`src/rpc_pkg.sv`:
```
// Shared types, constants, microcode program and tap helper of the RST polynomial controller.
`default_nettype none

package rpc_pkg;

   localparam int SAMPLE_W     = 16;
   localparam int PROD_W       = 2 * SAMPLE_W;
   localparam int ACC_W        = 40;
   localparam int QUO_W        = ACC_W + 1;
   localparam int DIV_BITS     = 4;
   localparam int DIV_STEPS    = ACC_W / DIV_BITS;
   localparam int DIV_CNT_W    = $clog2(DIV_STEPS);
   localparam int CSR_IDX_W    = 3;
   localparam int CSR_DATA_W   = 48;
   localparam int PC_W         = 4;

   localparam logic [CSR_IDX_W-1:0] CSR_S_COEFS      = 3'd0;
   localparam logic [CSR_IDX_W-1:0] CSR_T_COEFS      = 3'd1;
   localparam logic [CSR_IDX_W-1:0] CSR_R_TAIL_COEFS = 3'd2;
   localparam logic [CSR_IDX_W-1:0] CSR_R_LEAD       = 3'd3;
   localparam logic [CSR_IDX_W-1:0] CSR_OUT_LOW      = 3'd4;
   localparam logic [CSR_IDX_W-1:0] CSR_OUT_HIGH     = 3'd5;

   typedef logic [PC_W-1:0] pc_type;

   typedef enum logic [1:0] {
      CLAMP_NONE = 2'd0,
      CLAMP_LOW  = 2'd1,
      CLAMP_HIGH = 2'd2
   } clamp_type;

   typedef enum logic [2:0] {
      CF_T0,
      CF_S0,
      CF_T,
      CF_S,
      CF_R
   } coef_src_type;

   typedef enum logic [2:0] {
      SMP_W,
      SMP_Y,
      SMP_PAST_W,
      SMP_PAST_Y,
      SMP_PAST_U
   } smp_src_type;

   typedef enum logic [1:0] {
      JC_NONE,
      JC_LOOP,
      JC_DIV
   } jump_cond_type;

   typedef struct packed {
      logic          mac;
      logic          mac_sub;
      coef_src_type  coef_src;
      smp_src_type   smp_src;
      logic          idx_inc;
      logic          div_init;
      logic          div_step;
      logic          finish;
      jump_cond_type cond;
      pc_type        target;
   } ucode_type;

   typedef struct packed {
      logic init;
      logic step;
   } div_ctrl_type;

   localparam pc_type PC_LOOP_TOP = 4'd2;
   localparam pc_type PC_DIV_STEP = 4'd7;

   // The control program. Steps 2 to 4 walk the history taps, step 7 repeats
   // until the divider has produced all quotient digits.
   function automatic ucode_type ucode_rom(input pc_type pc);
      ucode_type w;
      w          = '0;
      w.coef_src = CF_T0;
      w.smp_src  = SMP_W;
      w.cond     = JC_NONE;
      case (pc)
         4'd0: begin
            w.mac      = 1'b1;
            w.coef_src = CF_T0;
            w.smp_src  = SMP_W;
         end
         4'd1: begin
            w.mac      = 1'b1;
            w.mac_sub  = 1'b1;
            w.coef_src = CF_S0;
            w.smp_src  = SMP_Y;
         end
         4'd2: begin
            w.mac      = 1'b1;
            w.coef_src = CF_T;
            w.smp_src  = SMP_PAST_W;
         end
         4'd3: begin
            w.mac      = 1'b1;
            w.mac_sub  = 1'b1;
            w.coef_src = CF_S;
            w.smp_src  = SMP_PAST_Y;
         end
         4'd4: begin
            w.mac      = 1'b1;
            w.mac_sub  = 1'b1;
            w.coef_src = CF_R;
            w.smp_src  = SMP_PAST_U;
            w.idx_inc  = 1'b1;
            w.cond     = JC_LOOP;
            w.target   = PC_LOOP_TOP;
         end
         4'd5: begin
            // Lets the last product reach the accumulator.
         end
         4'd6: begin
            w.div_init = 1'b1;
         end
         4'd7: begin
            w.div_step = 1'b1;
            w.cond     = JC_DIV;
            w.target   = PC_DIV_STEP;
         end
         4'd8: begin
            w.finish = 1'b1;
         end
         default: begin
         end
      endcase
      return w;
   endfunction

   // A coefficient slot of a register packed 16 bits per tap; slot 3 lies past
   // every register and reads as zero.
   function automatic logic signed [SAMPLE_W-1:0] coef_tap(input logic [47:0] packed_coefs,
                                                           input logic [1:0]  slot);
      logic signed [SAMPLE_W-1:0] c;
      case (slot)
         2'd0:    c = packed_coefs[15:0];
         2'd1:    c = packed_coefs[31:16];
         2'd2:    c = packed_coefs[47:32];
         default: c = '0;
      endcase
      return c;
   endfunction

endpackage

`default_nettype wire

```
`src/rpc_if.sv`:
```
// Handshake channel interfaces of the RST polynomial controller.
`default_nettype none

interface rpc_req_if;
   logic        valid;
   logic        ready;
   logic [15:0] measurement;
   logic [15:0] setpoint;

   modport source (output valid, output measurement, output setpoint, input ready);
   modport sink   (input valid, input measurement, input setpoint, output ready);
endinterface

interface rpc_rsp_if;
   logic        valid;
   logic        ready;
   logic [15:0] control;
   logic [1:0]  clamped;
   logic        divide_error;

   modport source (output valid, output control, output clamped, output divide_error,
                   input ready);
   modport sink   (input valid, input control, input clamped, input divide_error,
                   output ready);
endinterface

interface rpc_csr_if;
   logic        valid;
   logic        ready;
   logic [2:0]  index;
   logic [47:0] data;

   modport source (output valid, output index, output data, input ready);
   modport sink   (input valid, input index, input data, output ready);
endinterface

`default_nettype wire

```
`src/rst_polynomial_controller_core.sv`:
```
// Top level of the RST polynomial controller: microcoded sequencer, MAC datapath, histories.
// Each request word runs 2+3*ORDER multiply-accumulate steps, one drain step, one divider
// load, ten divider steps of four bits each and one finish step, which waits until the output
// register is free. The single shared multiplier and the iterative divider allow one word in
// flight; a new request word is taken once the finish step ends, while the previous result still
// waits. Synchronous reset clears the histories, restores the register defaults (r_lead 1.0,
// out_low 0, out_high 5120) and empties the output.
`default_nettype none

module rst_polynomial_controller_core import rpc_pkg::*; #(
   parameter int ORDER = 2
) (
   input  logic       clock,
   input  logic       reset,
   rpc_req_if.sink    req_ch,
   rpc_rsp_if.source  rsp_ch,
   rpc_csr_if.sink    csr_ch
);

   localparam int IDX_W = (ORDER > 1) ? $clog2(ORDER) : 1;

   // Configuration registers.
   logic [47:0]                s_coefs_ff;
   logic [47:0]                t_coefs_ff;
   logic [31:0]                r_tail_ff;
   logic signed [SAMPLE_W-1:0] r_lead_ff;
   logic signed [SAMPLE_W-1:0] out_low_ff;
   logic signed [SAMPLE_W-1:0] out_high_ff;

   // Sequencer state.
   logic       busy_ff;
   logic       busy_in;
   pc_type     pc_ff;
   pc_type     pc_in;
   logic [IDX_W-1:0] idx_ff;
   ucode_type  uc;
   logic       jump;
   logic       accept;
   logic       out_free;
   logic       fin_go;

   // Datapath.
   logic signed [SAMPLE_W-1:0] y_ff;
   logic signed [SAMPLE_W-1:0] w_ff;
   logic signed [SAMPLE_W-1:0] past_y_ff [ORDER];
   logic signed [SAMPLE_W-1:0] past_w_ff [ORDER];
   logic signed [SAMPLE_W-1:0] past_u_ff [ORDER];
   logic signed [SAMPLE_W-1:0] coef_mux;
   logic signed [SAMPLE_W-1:0] smp_mux;
   logic [1:0]                 slot_cur;
   logic [1:0]                 slot_next;
   logic signed [PROD_W-1:0]   prod_ff;
   logic                       prod_sub_ff;
   logic                       prod_vld_ff;
   logic signed [ACC_W-1:0]    acc_ff;

   div_ctrl_type               div_ctrl;
   logic signed [QUO_W-1:0]    quotient;
   logic                       div_last;

   // Result.
   logic signed [SAMPLE_W-1:0] u_in;
   clamp_type                  clamp_in;
   logic                       derr_in;
   logic                       rsp_valid_ff;
   logic signed [SAMPLE_W-1:0] rsp_control_ff;
   clamp_type                  rsp_clamp_ff;
   logic                       rsp_derr_ff;

   // Configuration writes; an index past the register list is dropped.
   assign csr_ch.ready = 1'b1;

   always_ff @(posedge clock) begin
      if (reset) begin
         s_coefs_ff  <= '0;
         t_coefs_ff  <= '0;
         r_tail_ff   <= '0;
         r_lead_ff   <= 16'sd4096;
         out_low_ff  <= '0;
         out_high_ff <= 16'sd5120;
      end else if (csr_ch.valid) begin
         case (csr_ch.index)
            CSR_S_COEFS:      s_coefs_ff  <= csr_ch.data;
            CSR_T_COEFS:      t_coefs_ff  <= csr_ch.data;
            CSR_R_TAIL_COEFS: r_tail_ff   <= csr_ch.data[31:0];
            CSR_R_LEAD:       r_lead_ff   <= csr_ch.data[15:0];
            CSR_OUT_LOW:      out_low_ff  <= csr_ch.data[15:0];
            CSR_OUT_HIGH:     out_high_ff <= csr_ch.data[15:0];
            default: begin
            end
         endcase
      end
   end

   // Sequencer: the control word at pc drives the datapath, and the jump
   // condition picks between the next step and the word's target.
   assign uc           = ucode_rom(pc_ff);
   assign req_ch.ready = !busy_ff;
   assign accept       = req_ch.valid && !busy_ff;
   assign out_free     = !rsp_valid_ff || rsp_ch.ready;
   assign fin_go       = busy_ff && uc.finish && out_free;

   always_comb begin
      case (uc.cond)
         JC_NONE: jump = 1'b0;
         JC_LOOP: jump = (idx_ff != IDX_W'(ORDER - 1));
         JC_DIV:  jump = !div_last;
         default: jump = 1'b0;
      endcase
   end

   always_comb begin
      pc_in   = pc_ff;
      busy_in = busy_ff;
      if (accept) begin
         pc_in   = '0;
         busy_in = 1'b1;
      end else if (busy_ff) begin
         if (uc.finish) begin
            // The finish step waits here until the output register is free.
            if (out_free) begin
               busy_in = 1'b0;
            end
         end else begin
            pc_in = jump ? uc.target : pc_ff + 1'b1;
         end
      end
   end

   always_ff @(posedge clock) begin
      if (reset) begin
         busy_ff <= 1'b0;
         pc_ff   <= '0;
         idx_ff  <= '0;
      end else begin
         busy_ff <= busy_in;
         pc_ff   <= pc_in;
         if (accept) begin
            idx_ff <= '0;
         end else if (busy_ff && uc.idx_inc) begin
            idx_ff <= idx_ff + 1'b1;
         end
      end
   end

   always_ff @(posedge clock) begin
      if (accept) begin
         y_ff <= req_ch.measurement;
         w_ff <= req_ch.setpoint;
      end
   end

   // Operand selection. T and S taps of history entry i use slot i+1, the R
   // tail uses slot i since r0 is the divisor.
   assign slot_cur  = 2'(idx_ff);
   assign slot_next = 2'(idx_ff) + 2'd1;

   always_comb begin
      case (uc.coef_src)
         CF_T0:   coef_mux = coef_tap(t_coefs_ff, 2'd0);
         CF_S0:   coef_mux = coef_tap(s_coefs_ff, 2'd0);
         CF_T:    coef_mux = coef_tap(t_coefs_ff, slot_next);
         CF_S:    coef_mux = coef_tap(s_coefs_ff, slot_next);
         CF_R:    coef_mux = coef_tap({16'b0, r_tail_ff}, slot_cur);
         default: coef_mux = '0;
      endcase
   end

   always_comb begin
      case (uc.smp_src)
         SMP_W:      smp_mux = w_ff;
         SMP_Y:      smp_mux = y_ff;
         SMP_PAST_W: smp_mux = past_w_ff[idx_ff];
         SMP_PAST_Y: smp_mux = past_y_ff[idx_ff];
         SMP_PAST_U: smp_mux = past_u_ff[idx_ff];
         default:    smp_mux = '0;
      endcase
   end

   // The product is registered, then added into the accumulator in the next cycle.
   always_ff @(posedge clock) begin
      if (reset) begin
         prod_vld_ff <= 1'b0;
      end else begin
         prod_vld_ff <= busy_ff && uc.mac;
      end
   end

   always_ff @(posedge clock) begin
      if (busy_ff && uc.mac) begin
         prod_ff     <= coef_mux * smp_mux;
         prod_sub_ff <= uc.mac_sub;
      end
      if (accept) begin
         acc_ff <= '0;
      end else if (prod_vld_ff) begin
         acc_ff <= prod_sub_ff ? acc_ff - ACC_W'(prod_ff) : acc_ff + ACC_W'(prod_ff);
      end
   end

   assign div_ctrl.init = busy_ff && uc.div_init;
   assign div_ctrl.step = busy_ff && uc.div_step;

   rpc_div u_div (
      .clock    (clock),
      .reset    (reset),
      .ctrl     (div_ctrl),
      .dividend (acc_ff),
      .divisor  (r_lead_ff),
      .quotient (quotient),
      .last     (div_last)
   );

   // Zero divisor gives 0 with the error flag; otherwise the low limit is
   // tested before the high one, which matters when the limits are crossed.
   always_comb begin
      u_in     = quotient[SAMPLE_W-1:0];
      clamp_in = CLAMP_NONE;
      derr_in  = 1'b0;
      if (r_lead_ff == '0) begin
         u_in    = '0;
         derr_in = 1'b1;
      end else if (quotient < QUO_W'(out_low_ff)) begin
         u_in     = out_low_ff;
         clamp_in = CLAMP_LOW;
      end else if (quotient > QUO_W'(out_high_ff)) begin
         u_in     = out_high_ff;
         clamp_in = CLAMP_HIGH;
      end
   end

   // Histories shift when the result is committed.
   always_ff @(posedge clock) begin
      if (reset) begin
         for (int k = 0; k < ORDER; k++) begin
            past_y_ff[k] <= '0;
            past_w_ff[k] <= '0;
            past_u_ff[k] <= '0;
         end
      end else if (fin_go) begin
         for (int k = ORDER - 1; k > 0; k--) begin
            past_y_ff[k] <= past_y_ff[k-1];
            past_w_ff[k] <= past_w_ff[k-1];
            past_u_ff[k] <= past_u_ff[k-1];
         end
         past_y_ff[0] <= y_ff;
         past_w_ff[0] <= w_ff;
         past_u_ff[0] <= u_in;
      end
   end

   // Output register.
   always_ff @(posedge clock) begin
      if (reset) begin
         rsp_valid_ff <= 1'b0;
      end else if (fin_go) begin
         rsp_valid_ff <= 1'b1;
      end else if (rsp_ch.ready) begin
         rsp_valid_ff <= 1'b0;
      end
   end

   always_ff @(posedge clock) begin
      if (fin_go) begin
         rsp_control_ff <= u_in;
         rsp_clamp_ff   <= clamp_in;
         rsp_derr_ff    <= derr_in;
      end
   end

   assign rsp_ch.valid        = rsp_valid_ff;
   assign rsp_ch.control      = rsp_control_ff;
   assign rsp_ch.clamped      = rsp_clamp_ff;
   assign rsp_ch.divide_error = rsp_derr_ff;

   // A new result only comes out of the finish step of a running item.
   assert property (@(posedge clock) disable iff (reset)
      $rose(rsp_valid_ff) |-> $past(busy_ff) && $past(uc.finish))
      else $error("result word appeared without a finishing item");

   // Ending an item always leaves a result in the output register.
   assert property (@(posedge clock) disable iff (reset)
      $fell(busy_ff) && !$past(reset) |-> rsp_valid_ff)
      else $error("item ended without a result word");

   // A division error reports zero and no clamping.
   assert property (@(posedge clock) disable iff (reset)
      rsp_valid_ff && rsp_derr_ff |-> rsp_control_ff == '0 && rsp_clamp_ff == CLAMP_NONE)
      else $error("division error with nonzero control");

   // A value clamped high carries the high limit.
   assert property (@(posedge clock) disable iff (reset)
      rsp_valid_ff && rsp_clamp_ff == CLAMP_HIGH |-> rsp_control_ff == out_high_ff)
      else $error("high clamp does not match out_high");

endmodule

`default_nettype wire

```
`src/rpc_div.sv`:
```
// Signed divider, restoring, four quotient bits per step, truncating toward zero.
`default_nettype none

module rpc_div import rpc_pkg::*; (
   input  logic                       clock,
   input  logic                       reset,
   input  div_ctrl_type               ctrl,
   input  logic signed [ACC_W-1:0]    dividend,
   input  logic signed [SAMPLE_W-1:0] divisor,
   output logic signed [QUO_W-1:0]    quotient,
   output logic                       last
);

   logic [ACC_W-1:0]    quo_ff;
   logic [ACC_W-1:0]    quo_in;
   logic [SAMPLE_W-1:0] rem_ff;
   logic [SAMPLE_W-1:0] rem_in;
   logic [SAMPLE_W-1:0] dmag_ff;
   logic                neg_ff;
   logic [DIV_CNT_W-1:0] cnt_ff;

   // Four dependent compare-subtract steps on 17-bit values.
   always_comb begin
      logic [SAMPLE_W:0] trial;
      logic [ACC_W-1:0]  q;
      logic [SAMPLE_W-1:0] r;
      q = quo_ff;
      r = rem_ff;
      for (int k = 0; k < DIV_BITS; k++) begin
         trial = {r, q[ACC_W-1]};
         q     = {q[ACC_W-2:0], 1'b0};
         if (trial >= {1'b0, dmag_ff}) begin
            trial = trial - {1'b0, dmag_ff};
            q[0]  = 1'b1;
         end
         r = trial[SAMPLE_W-1:0];
      end
      quo_in = q;
      rem_in = r;
   end

   always_ff @(posedge clock) begin
      if (reset) begin
         cnt_ff <= '0;
      end else if (ctrl.init) begin
         cnt_ff <= '0;
      end else if (ctrl.step) begin
         cnt_ff <= cnt_ff + 1'b1;
      end
   end

   always_ff @(posedge clock) begin
      if (ctrl.init) begin
         quo_ff  <= dividend[ACC_W-1] ? (~dividend + 1'b1) : dividend;
         rem_ff  <= '0;
         dmag_ff <= divisor[SAMPLE_W-1] ? (~divisor + 1'b1) : divisor;
         neg_ff  <= dividend[ACC_W-1] ^ divisor[SAMPLE_W-1];
      end else if (ctrl.step) begin
         quo_ff <= quo_in;
         rem_ff <= rem_in;
      end
   end

   assign last     = (cnt_ff == DIV_CNT_W'(DIV_STEPS - 1));
   assign quotient = neg_ff ? -$signed({1'b0, quo_ff}) : $signed({1'b0, quo_ff});

endmodule

`default_nettype wire

```
`src/flat_wrapper.sv`:
```
// flat-port wrapper written by rule: the top's interface ports become plain ports
module rst_polynomial_controller_core_flat import rpc_pkg::*;
#(
   parameter int ORDER = 2
)
  (clock, reset, req_ch_valid, req_ch_measurement, req_ch_setpoint, req_ch_ready, rsp_ch_valid, rsp_ch_control, rsp_ch_clamped, rsp_ch_divide_error, rsp_ch_ready, csr_ch_valid, csr_ch_index, csr_ch_data, csr_ch_ready);
  rpc_req_if req_ch_i ();
  rpc_rsp_if rsp_ch_i ();
  rpc_csr_if csr_ch_i ();
  input  logic clock;
  input  logic reset;
  input wire logic [$bits(req_ch_i.valid)-1:0] req_ch_valid;
  input wire logic [$bits(req_ch_i.measurement)-1:0] req_ch_measurement;
  input wire logic [$bits(req_ch_i.setpoint)-1:0] req_ch_setpoint;
  output wire logic [$bits(req_ch_i.ready)-1:0] req_ch_ready;
  output wire logic [$bits(rsp_ch_i.valid)-1:0] rsp_ch_valid;
  output wire logic [$bits(rsp_ch_i.control)-1:0] rsp_ch_control;
  output wire logic [$bits(rsp_ch_i.clamped)-1:0] rsp_ch_clamped;
  output wire logic [$bits(rsp_ch_i.divide_error)-1:0] rsp_ch_divide_error;
  input wire logic [$bits(rsp_ch_i.ready)-1:0] rsp_ch_ready;
  input wire logic [$bits(csr_ch_i.valid)-1:0] csr_ch_valid;
  input wire logic [$bits(csr_ch_i.index)-1:0] csr_ch_index;
  input wire logic [$bits(csr_ch_i.data)-1:0] csr_ch_data;
  output wire logic [$bits(csr_ch_i.ready)-1:0] csr_ch_ready;
  assign req_ch_i.valid = req_ch_valid;
  assign req_ch_i.measurement = req_ch_measurement;
  assign req_ch_i.setpoint = req_ch_setpoint;
  assign req_ch_ready = req_ch_i.ready;
  assign rsp_ch_valid = rsp_ch_i.valid;
  assign rsp_ch_control = rsp_ch_i.control;
  assign rsp_ch_clamped = rsp_ch_i.clamped;
  assign rsp_ch_divide_error = rsp_ch_i.divide_error;
  assign rsp_ch_i.ready = rsp_ch_ready;
  assign csr_ch_i.valid = csr_ch_valid;
  assign csr_ch_i.index = csr_ch_index;
  assign csr_ch_i.data = csr_ch_data;
  assign csr_ch_ready = csr_ch_i.ready;
  rst_polynomial_controller_core #(.ORDER(ORDER)) u_core (.clock(clock), .reset(reset), .req_ch(req_ch_i), .rsp_ch(rsp_ch_i), .csr_ch(csr_ch_i));
endmodule
```
`config.mk`:
```
export PLATFORM = sky130hd
export DESIGN_NAME = rst_polynomial_controller_core_flat
export DESIGN_NICKNAME = d
export VERILOG_FILES = /design/src/rpc_pkg.sv /design/src/rpc_if.sv /design/src/rst_polynomial_controller_core.sv /design/src/rpc_div.sv /design/src/flat_wrapper.sv
export SDC_FILE = /design/constraint.sdc
export NUM_CORES = 2
export LEC_CHECK = 0
export ABC_CLOCK_PERIOD_IN_PS = 23000
export BUFFER_PORTS_ARGS = -buffer_cell sky130_fd_sc_hd__buf_4
export CORE_ASPECT_RATIO = 0.8
export CORE_UTILIZATION = 39
export CTS_CLUSTER_SIZE = 30
export DETAILED_ROUTE_END_ITERATION = 7
export GPL_ROUTABILITY_DRIVEN = 0
export GPL_TIMING_DRIVEN = 0
export PLACE_DENSITY_LB_ADDON = 0.25
export SLEW_MARGIN = 30
export SYNTH_ARGS = -nofsm -noshare
export SYNTH_HDL_FRONTEND = slang
export SYNTH_HIERARCHICAL = 1
export SYNTH_SLANG_ARGS = --single-unit
```
`constraint.sdc`:
```
create_clock -name clock -period 23 [get_ports clock]
set_input_delay 2.3 -clock clock [delete_from_list [all_inputs] [get_ports clock]]
set_output_delay 2.3 -clock clock [all_outputs]
set_load 0.01 [all_outputs]
```
; Word-level counts from Yosys, hierarchy flattened
; Memories as Yosys holds them, arrays and structs flattened. A register that Yosys moved wholly into a read port is not among the register bits.
; Cells that the tools add are included.
; W data, S select, Z words.
[classes]
n_addsub = 13
mul = 1
n_lt_le_gt_ge = 6
eq_ne = 25
muxes = 58
n_bitwise = 11
reduce_logical = 32
[ops]
columns = operator, n
row1 = $mux W16, 13
row2 = $mux W40, 4
row3 = $pmux W16 S5, 2
row4 = $pmux W16 S3, 2
row5 = $ge A17 B16 Y1, 4
row6 = $sub A16 B16 Y16, 4
row7 = $gt A41 B16 Y1, 1
row8 = $lt A41 B16 Y1, 1
row9 = $mux W41, 1
row10 = $neg A40 Y41, 1
row11 = $add A40 B1 Y40 const B, 1
row12 = $add A40 B32 Y40, 1
row13 = $not A40 Y40, 1
row14 = $sub A40 B32 Y40, 1
row15 = $mul A16 B16 Y32, 1
row16 = $pmux W16 S2, 1
row17 = $mux W1, 29
row18 = $pmux W6 S4, 1
row19 = $eq A3 B2 Y1 const B, 6
row20 = $add A16 B1 Y16 const B, 1
row21 = $logic_not A16 Y1, 1
row22 = $not A16 Y16, 1
row23 = $mux W15, 1
row24 = $reduce_and A2 Y1, 7
row25 = other kinds (28), 60
[word_totals]
register_bits = 385
ram_bits = 96
input_bits = 88
output_inout_bits = 22
memories = 3
[mem_list]
columns = name, words, width, rd, rd_ports_with_merged_regs, write_ports, line
row1 = u_core.past_u_ff, 2, 16, 2, 1, 2, rst_polynomial_controller_core.sv:47  ; logic signed [SAMPLE_W-1:0] past_u_ff [ORDER];
row2 = u_core.past_w_ff, 2, 16, 2, 1, 2, rst_polynomial_controller_core.sv:46  ; logic signed [SAMPLE_W-1:0] past_w_ff [ORDER];
row3 = u_core.past_y_ff, 2, 16, 2, 1, 2, rst_polynomial_controller_core.sv:45  ; logic signed [SAMPLE_W-1:0] past_y_ff [ORDER];

; Depth between registers and ports, before layout
[logic_depth]
ltp_word = 10
ltp_mapped = 44

; By module
; The synthesis kept the hierarchy.
[modules_own_cells]
columns = module, instances, cells_each, area_per_inst_um2, seq_area_each_um2
row1 = rst_polynomial_controller_core, 1, 3362, 30735.7, 9909.5
row2 = rpc_div, 1, 1065, 8817.2, 2112.0

; Worst setup path before layout
; OpenSTA, ideal clock, no wires.
[synth_timing]
kind = reg2reg
from = register u_core.u_div.dmag_ff[1]
to = register u_core.u_div.rem_ff[14]
setup_time_ps = 137
arrival_ps = 9067
t_required_ps = 22863
path_slack_ps = 13796
path_stages_with_launch = 42
path_buffers = 4
cell_sequence = edfxtp_1 -> inv_1 -> ha_1 -> nand2b_1 -> a21oi_1 -> o2111ai_1 -> o21a_1 -> a21oi_1 -> clkbuf_1 -> mux2_2 -> ha_1 -> o21a_1 -> o31a_1 -> or4_1 -> a21oi_1 -> o21ai_0 -> and3_1 -> clkbuf_1 -> [6 not listed] -> nor2_1 -> o31a_1 -> and2_1 -> clkbuf_1 -> clkbuf_1 -> o2111ai_1 -> and2_1 -> ha_1 -> a21o_1 -> a21o_1 -> a221oi_1 -> o21bai_1 -> a211o_1 -> a31o_2 -> a21oi_1 -> xnor2_1 -> o211ai_1 -> o221ai_1
[synth_via]
elab_chain_cells = 8
[synth_rtl]
columns = item, line
row1 = start: declaration, rpc_div.sv:18  ; logic [SAMPLE_W-1:0] dmag_ff;
row2 = start signal: assignment, rpc_div.sv:56  ; dmag_ff <= divisor[SAMPLE_W-1] ? (~divisor + 1'b1) : divisor;
row3 = $sub A16 B16 Y16 / $ge A17 B16 Y1 (equally long branches), "rpc_div.sv:33, rpc_div.sv:32"
row4 = $mux W16, rpc_div.sv:32  ; if (trial >= {1'b0, dmag_ff}) begin
row5 = $sub A16 B16 Y16 / $ge A17 B16 Y1 (equally long branches), "rpc_div.sv:33, rpc_div.sv:32"
row6 = $mux W16, rpc_div.sv:32
row7 = $sub A16 B16 Y16 / $ge A17 B16 Y1 (equally long branches), "rpc_div.sv:33, rpc_div.sv:32"
row8 = $mux W16, rpc_div.sv:32
row9 = $sub A16 B16 Y16 / $ge A17 B16 Y1 (equally long branches), "rpc_div.sv:33, rpc_div.sv:32"
row10 = $mux W16 *, rpc_div.sv:32
row11 = end signal: assignment, rpc_div.sv:60  ; rem_ff <= rem_in;
row12 = end: declaration, rpc_div.sv:16  ; logic [SAMPLE_W-1:0] rem_ff;
; Every way passes the cells marked *; elsewhere a longest branch is shown, timed or not.
; A chain may end at the register's enable or synchronous reset.

; Final worst setup path
[layout_timing]
from = register u_core.u_div.dmag_ff[11]
to = register u_core.u_div.rem_ff[6]
[layout_via]
elab_chain_cells = 8
[layout_rtl]
columns = item, line
row1 = $sub A16 B16 Y16 / $ge A17 B16 Y1 (equally long branches), "rpc_div.sv:33, rpc_div.sv:32"
row2 = $mux W16, rpc_div.sv:32
row3 = $sub A16 B16 Y16 / $ge A17 B16 Y1 (equally long branches), "rpc_div.sv:33, rpc_div.sv:32"
row4 = $mux W16, rpc_div.sv:32
row5 = $ge A17 B16 Y1 / $sub A16 B16 Y16 (equally long branches), "rpc_div.sv:32, rpc_div.sv:33"
row6 = $mux W16, rpc_div.sv:32
row7 = $sub A16 B16 Y16 / $ge A17 B16 Y1 (equally long branches), "rpc_div.sv:33, rpc_div.sv:32"
row8 = $mux W16 *, rpc_div.sv:32
; Marked as above.

==> impl_metrics.env <==
export IMPL_initial_core_util_pct=39.32
export IMPL_cts_buffers_inserted=50
export IMPL_dieWidth_um=358.1
export IMPL_drv_slew=0
export IMPL_crit_top_cell="clkbuf_1"
export IMPL_max_stage_delay_ns=0.58
export IMPL_io_pins=110
export IMPL_rr_worst_depth=43
export IMPL_synth_ff_type="dfxtp_1"
export IMPL_cts_tree="yes"
export IMPL_drive_above_1_share_pct=7.764
export IMPL_cts_clk_slew_worst_paths_ns=0.06
export IMPL_syn_num_nets=5061
export IMPL_grt_pass1_vias=31260
export IMPL_synthCells=4427
export IMPL_htree_num_levels=2
export IMPL_cts_root_buf="clkbuf_16"
export IMPL_drc=0
export IMPL_hold_class="reg -> reg"
export IMPL_placed_area_sq_um=42170
export IMPL_slew_headroom_pct=29.79
export IMPL_critPathMaxFanout=10
export IMPL_cts_repair_resized=0
export IMPL_setup_tns_ns=0
export IMPL_clkPwrFrac_pct=30.9
export IMPL_wl_per_cell_um=20.93
export IMPL_cts_setup_buffers=0
export IMPL_yosysSeqAreaShare_pct=30.39
export IMPL_maxCapViolCount=0
export IMPL_p_comb_share_pct=33.4
export IMPL_design_area_sq_um=43990
export IMPL_synth_edf_count=237
export IMPL_path_class="reg -> reg"
export IMPL_endpoint_kind="flip-flop"
export IMPL_firstDrtPassIters=6
export IMPL_die_area_sq_um=102700
export IMPL_netlist_area_sq_um=39550
export IMPL_hold_depth=2
export IMPL_p_sw_share_pct=36.11
export IMPL_row_count=104
export IMPL_nFillCells=9928
export IMPL_worst_pin_slew_ns=1.053
export IMPL_arrival_ns=12.77
export IMPL_status="finished, final reports clean"
export IMPL_grt_pass1_wl_um=189900
export IMPL_antenna_left=0
export IMPL_clock_latency_ns=0.64
export IMPL_fmax_mhz=81.70
export IMPL_area_growth_pct=11.22
export IMPL_core_area_sq_um=100600
export IMPL_ir_drop_mv=0.05803
export IMPL_crit_path_start_kind="flip-flop"
export IMPL_crit_buf_inv=9
export IMPL_rsz0062_at_grt="no"
export IMPL_synth_warnings=6
export IMPL_ctsHoldBuffers=0
export IMPL_min_from="u_core/r_tail_ff[24]"
export IMPL_drt_initial_drc_count=3119
export IMPL_min_to="u_core/r_tail_ff[24]"
export IMPL_vias_per_cell=5.521
export IMPL_synth_seq_cells=482
export IMPL_r2r_end="u_core/u_div/rem_ff[6]"
export IMPL_fp_dieH_um=286.8
export IMPL_clockBufferDepth=3
export IMPL_finClkSkew_ns=0.05778
export IMPL_seqPwrFrac_pct=35.7
export IMPL_wl_um=124800
export IMPL_period_needed_ns=12.24
export IMPL_numPortBuffers=108
export IMPL_powerDensity_nw_per_um2=64.81
export IMPL_setup_viol=0
export IMPL_p_sw_uw=1029
export IMPL_hpwl_um=99820
export IMPL_synthArstFlopShare_pct=0
export IMPL_worst_endpoint_required_ns=23.53
export IMPL_ys_types=89
export IMPL_antenna_found_initial=3
export IMPL_diodes=0
export IMPL_hold_violations=0
export IMPL_path_depth=43
export IMPL_final_nets=5229
export IMPL_rr_startpoint="u_core/u_div/dmag_ff[11]"
export IMPL_critical_path_slowest_cell="nor4_1"
export IMPL_reg2reg_slack_ns=10.76
export IMPL_grt_total_usage_pct=24.06
export IMPL_grt_start_max_net_pins=41
export IMPL_route_vias_total=32920
export IMPL_grt_overflow=0
export IMPL_fin_crit_sh_pct=53.22
export IMPL_syn_avg_cell_area_sq_um=8.934
export IMPL_cts_sinks=482
export IMPL_p_int_uw=1822
export IMPL_critical_path_top_delay_family="compound AO/OA/AOI/OAI gates"
export IMPL_p_leak_uw=0.01787
cell families (layout without fill, tap and decap cells):
family                   after synthesis  in the layout  synth area share [%]
XOR/XNOR                             229            229                 5.071
AO/OA/AOI/OAI                        995            995                 16.15
other                                  1              1              0.009481
AND/OR/NAND/NOR                     1385           1385                 16.34
multiplexers                         127            127                 3.347
adder cells (fa/ha/maj)              546            546                 22.36
buffers and inverters                662            872                 6.327
flip-flops                           482            482                 30.39
registers in the layout, summed over array words and instances (netlist names), 2 cells and up, named ones only:
name	cells
u_core/u_div/rem_ff	16
u_core/u_div/quo_ff	40
u_core/r_lead_ff	16
u_core/r_tail_ff	32
u_core/u_div/dmag_ff	16
u_core/pc_ff	4
u_core/rsp_ch.clamped	2
u_core/past_u_ff	32
u_core/out_high_ff	16
u_core/out_low_ff	16
u_core/rsp_ch.control	16
u_core/u_div/cnt_ff	4
u_core/prod_ff	32
u_core/w_ff	16
u_core/t_coefs_ff	48
u_core/past_y_ff	32
u_core/acc_ff	40
u_core/s_coefs_ff	48
u_core/y_ff	16
u_core/past_w_ff	32
how the worst max path moves through the flow:
stage                         endpoint  slack (ns)                      from
2_1_floorplan  u_core/u_div/rem_ff[14]       13.80   u_core/u_div/dmag_ff[1]
3_3_place_gp    u_core/u_div/rem_ff[6]       11.04  u_core/u_div/dmag_ff[11]
3_5_place_dp    u_core/u_div/rem_ff[6]       10.95  u_core/u_div/dmag_ff[11]
4_1_cts         u_core/u_div/rem_ff[6]       10.90  u_core/u_div/dmag_ff[11]
5_1_grt        u_core/u_div/rem_ff[15]       10.06  u_core/u_div/dmag_ff[11]
6_report        u_core/u_div/rem_ff[6]       10.76  u_core/u_div/dmag_ff[11]
power groups by stage:
stage	clock network (uW)	registers [uW]	logic (uW)
final	881	1020	952
after global routing	926	1020	1060
after CTS	896	1020	939
after detailed placement	0	1040	934
after global placement	0	1040	923
after floorplan	0	1010	688
worst register-to-register path: cells and delay by family, from the launching register on:
family                     cells  cell delay, ns
buffers and inverters          9            3.04
muxes                          1            0.48
DFF                            1            0.32
and+or+nand+nor               12            3.22
AOI/OAI and AO/OA             17            3.70
adders and majority gates      4            1.37
cells in the mapped netlist, types with 23 or more instances:
master / count / area share (%)
a211oi_1: 28 / 0.53
a21o_1: 74 / 1.4
a21oi_1: 404 / 5.1
a221oi_1: 28 / 0.62
a22oi_1: 27 / 0.51
and2_1: 92 / 1.5
and3_1: 26 / 0.41
clkbuf_1: 178 / 1.7
dfxtp_1: 245 / 12
edfxtp_1: 237 / 18
fa_1: 268 / 14
ha_1: 278 / 8.8
inv_1: 457 / 4.3
mux2_2: 32 / 0.91
mux2i_1: 94 / 2.4
nand2_1: 488 / 4.6
nand2b_1: 29 / 0.46
nand3_1: 43 / 0.54
nand4_1: 42 / 0.66
nor2_1: 398 / 3.8
nor2b_1: 36 / 0.57
nor3_1: 65 / 0.82
o21a_1: 40 / 0.76
o21ai_0: 119 / 1.5
o22ai_1: 53 / 0.84
o31ai_1: 24 / 0.46
or2_2: 69 / 1.1
or4_1: 23 / 0.44
xnor2_1: 154 / 3.4
xor2_1: 75 / 1.7
cells in the final DEF (no fill, tap or decap), types with 14 or more instances in the layout:
cell type,count
a21o_1,74
nand4_1,42
fa_1,268
o211ai_1,20
clkbuf_16,54
inv_1,456
a2111oi_0,14
a221oi_1,28
ha_1,278
a21oi_1,401
nor3_1,65
buf_4,113
a31oi_1,21
and3_1,25
o31ai_1,24
dfxtp_1,245
buf_1,17
o22ai_1,53
nand2b_1,29
and2_1,92
or4_1,23
nor2_1,397
o21a_1,39
nand3_1,43
o21bai_1,14
or2_2,67
nor4_1,21
mux2_2,32
xnor2_1,154
nand2_1,488
a221o_1,20
a22oi_1,27
o21ai_0,119
edfxtp_1,237
a211oi_1,23
clkbuf_1,182
nor2b_1,36
xor2_1,75
mux2i_1,94
or3_1,14
routing by layer:
metal	routed length (um)	global-route usage [%]
met2	49970	33.56
met5	7	0
met4	2977	5.883
met3	11860	4.895
met1	59970	37.32
final cells by class:
| class | instances | area [sq um] | area share (%) |
|---|---|---|---|
| Timing Repair Buffer | 116 | 920.9 | 2.093 |
| Multi-Input combinational cell | 3283 | 25080 | 57.02 |
| Clock buffer | 66 | 1458 | 3.314 |
| Tap cell | 1325 | 1658 | 3.769 |
| Sequential cell | 482 | 12020 | 27.33 |
| Buffer | 205 | 790.8 | 1.798 |
| Clock inverter | 28 | 344.1 | 0.7822 |
| Inverter | 457 | 1715 | 3.899 |
per-stage QoR:
stage / setup WS, ns / util (%) / total power, uW / std cells / hold WS [ns]
after CTS: 10.90 / 43.71 / 2852 / 5961 / 0.4558
final: 10.76 / 43.73 / 2851 / 5962 / 0.4539
after floorplan: 13.80 / - / 1698 / 4427 / 0.4357
after global placement: 11.04 / 41.78 / 1958 / 5860 / 0.4406
after detailed placement: 10.95 / 41.92 / 1969 / 5867 / 0.4467
after global routing: 10.06 / 43.73 / 3006 / 5962 / 0.4734
(Power assumes the default switching activity.)
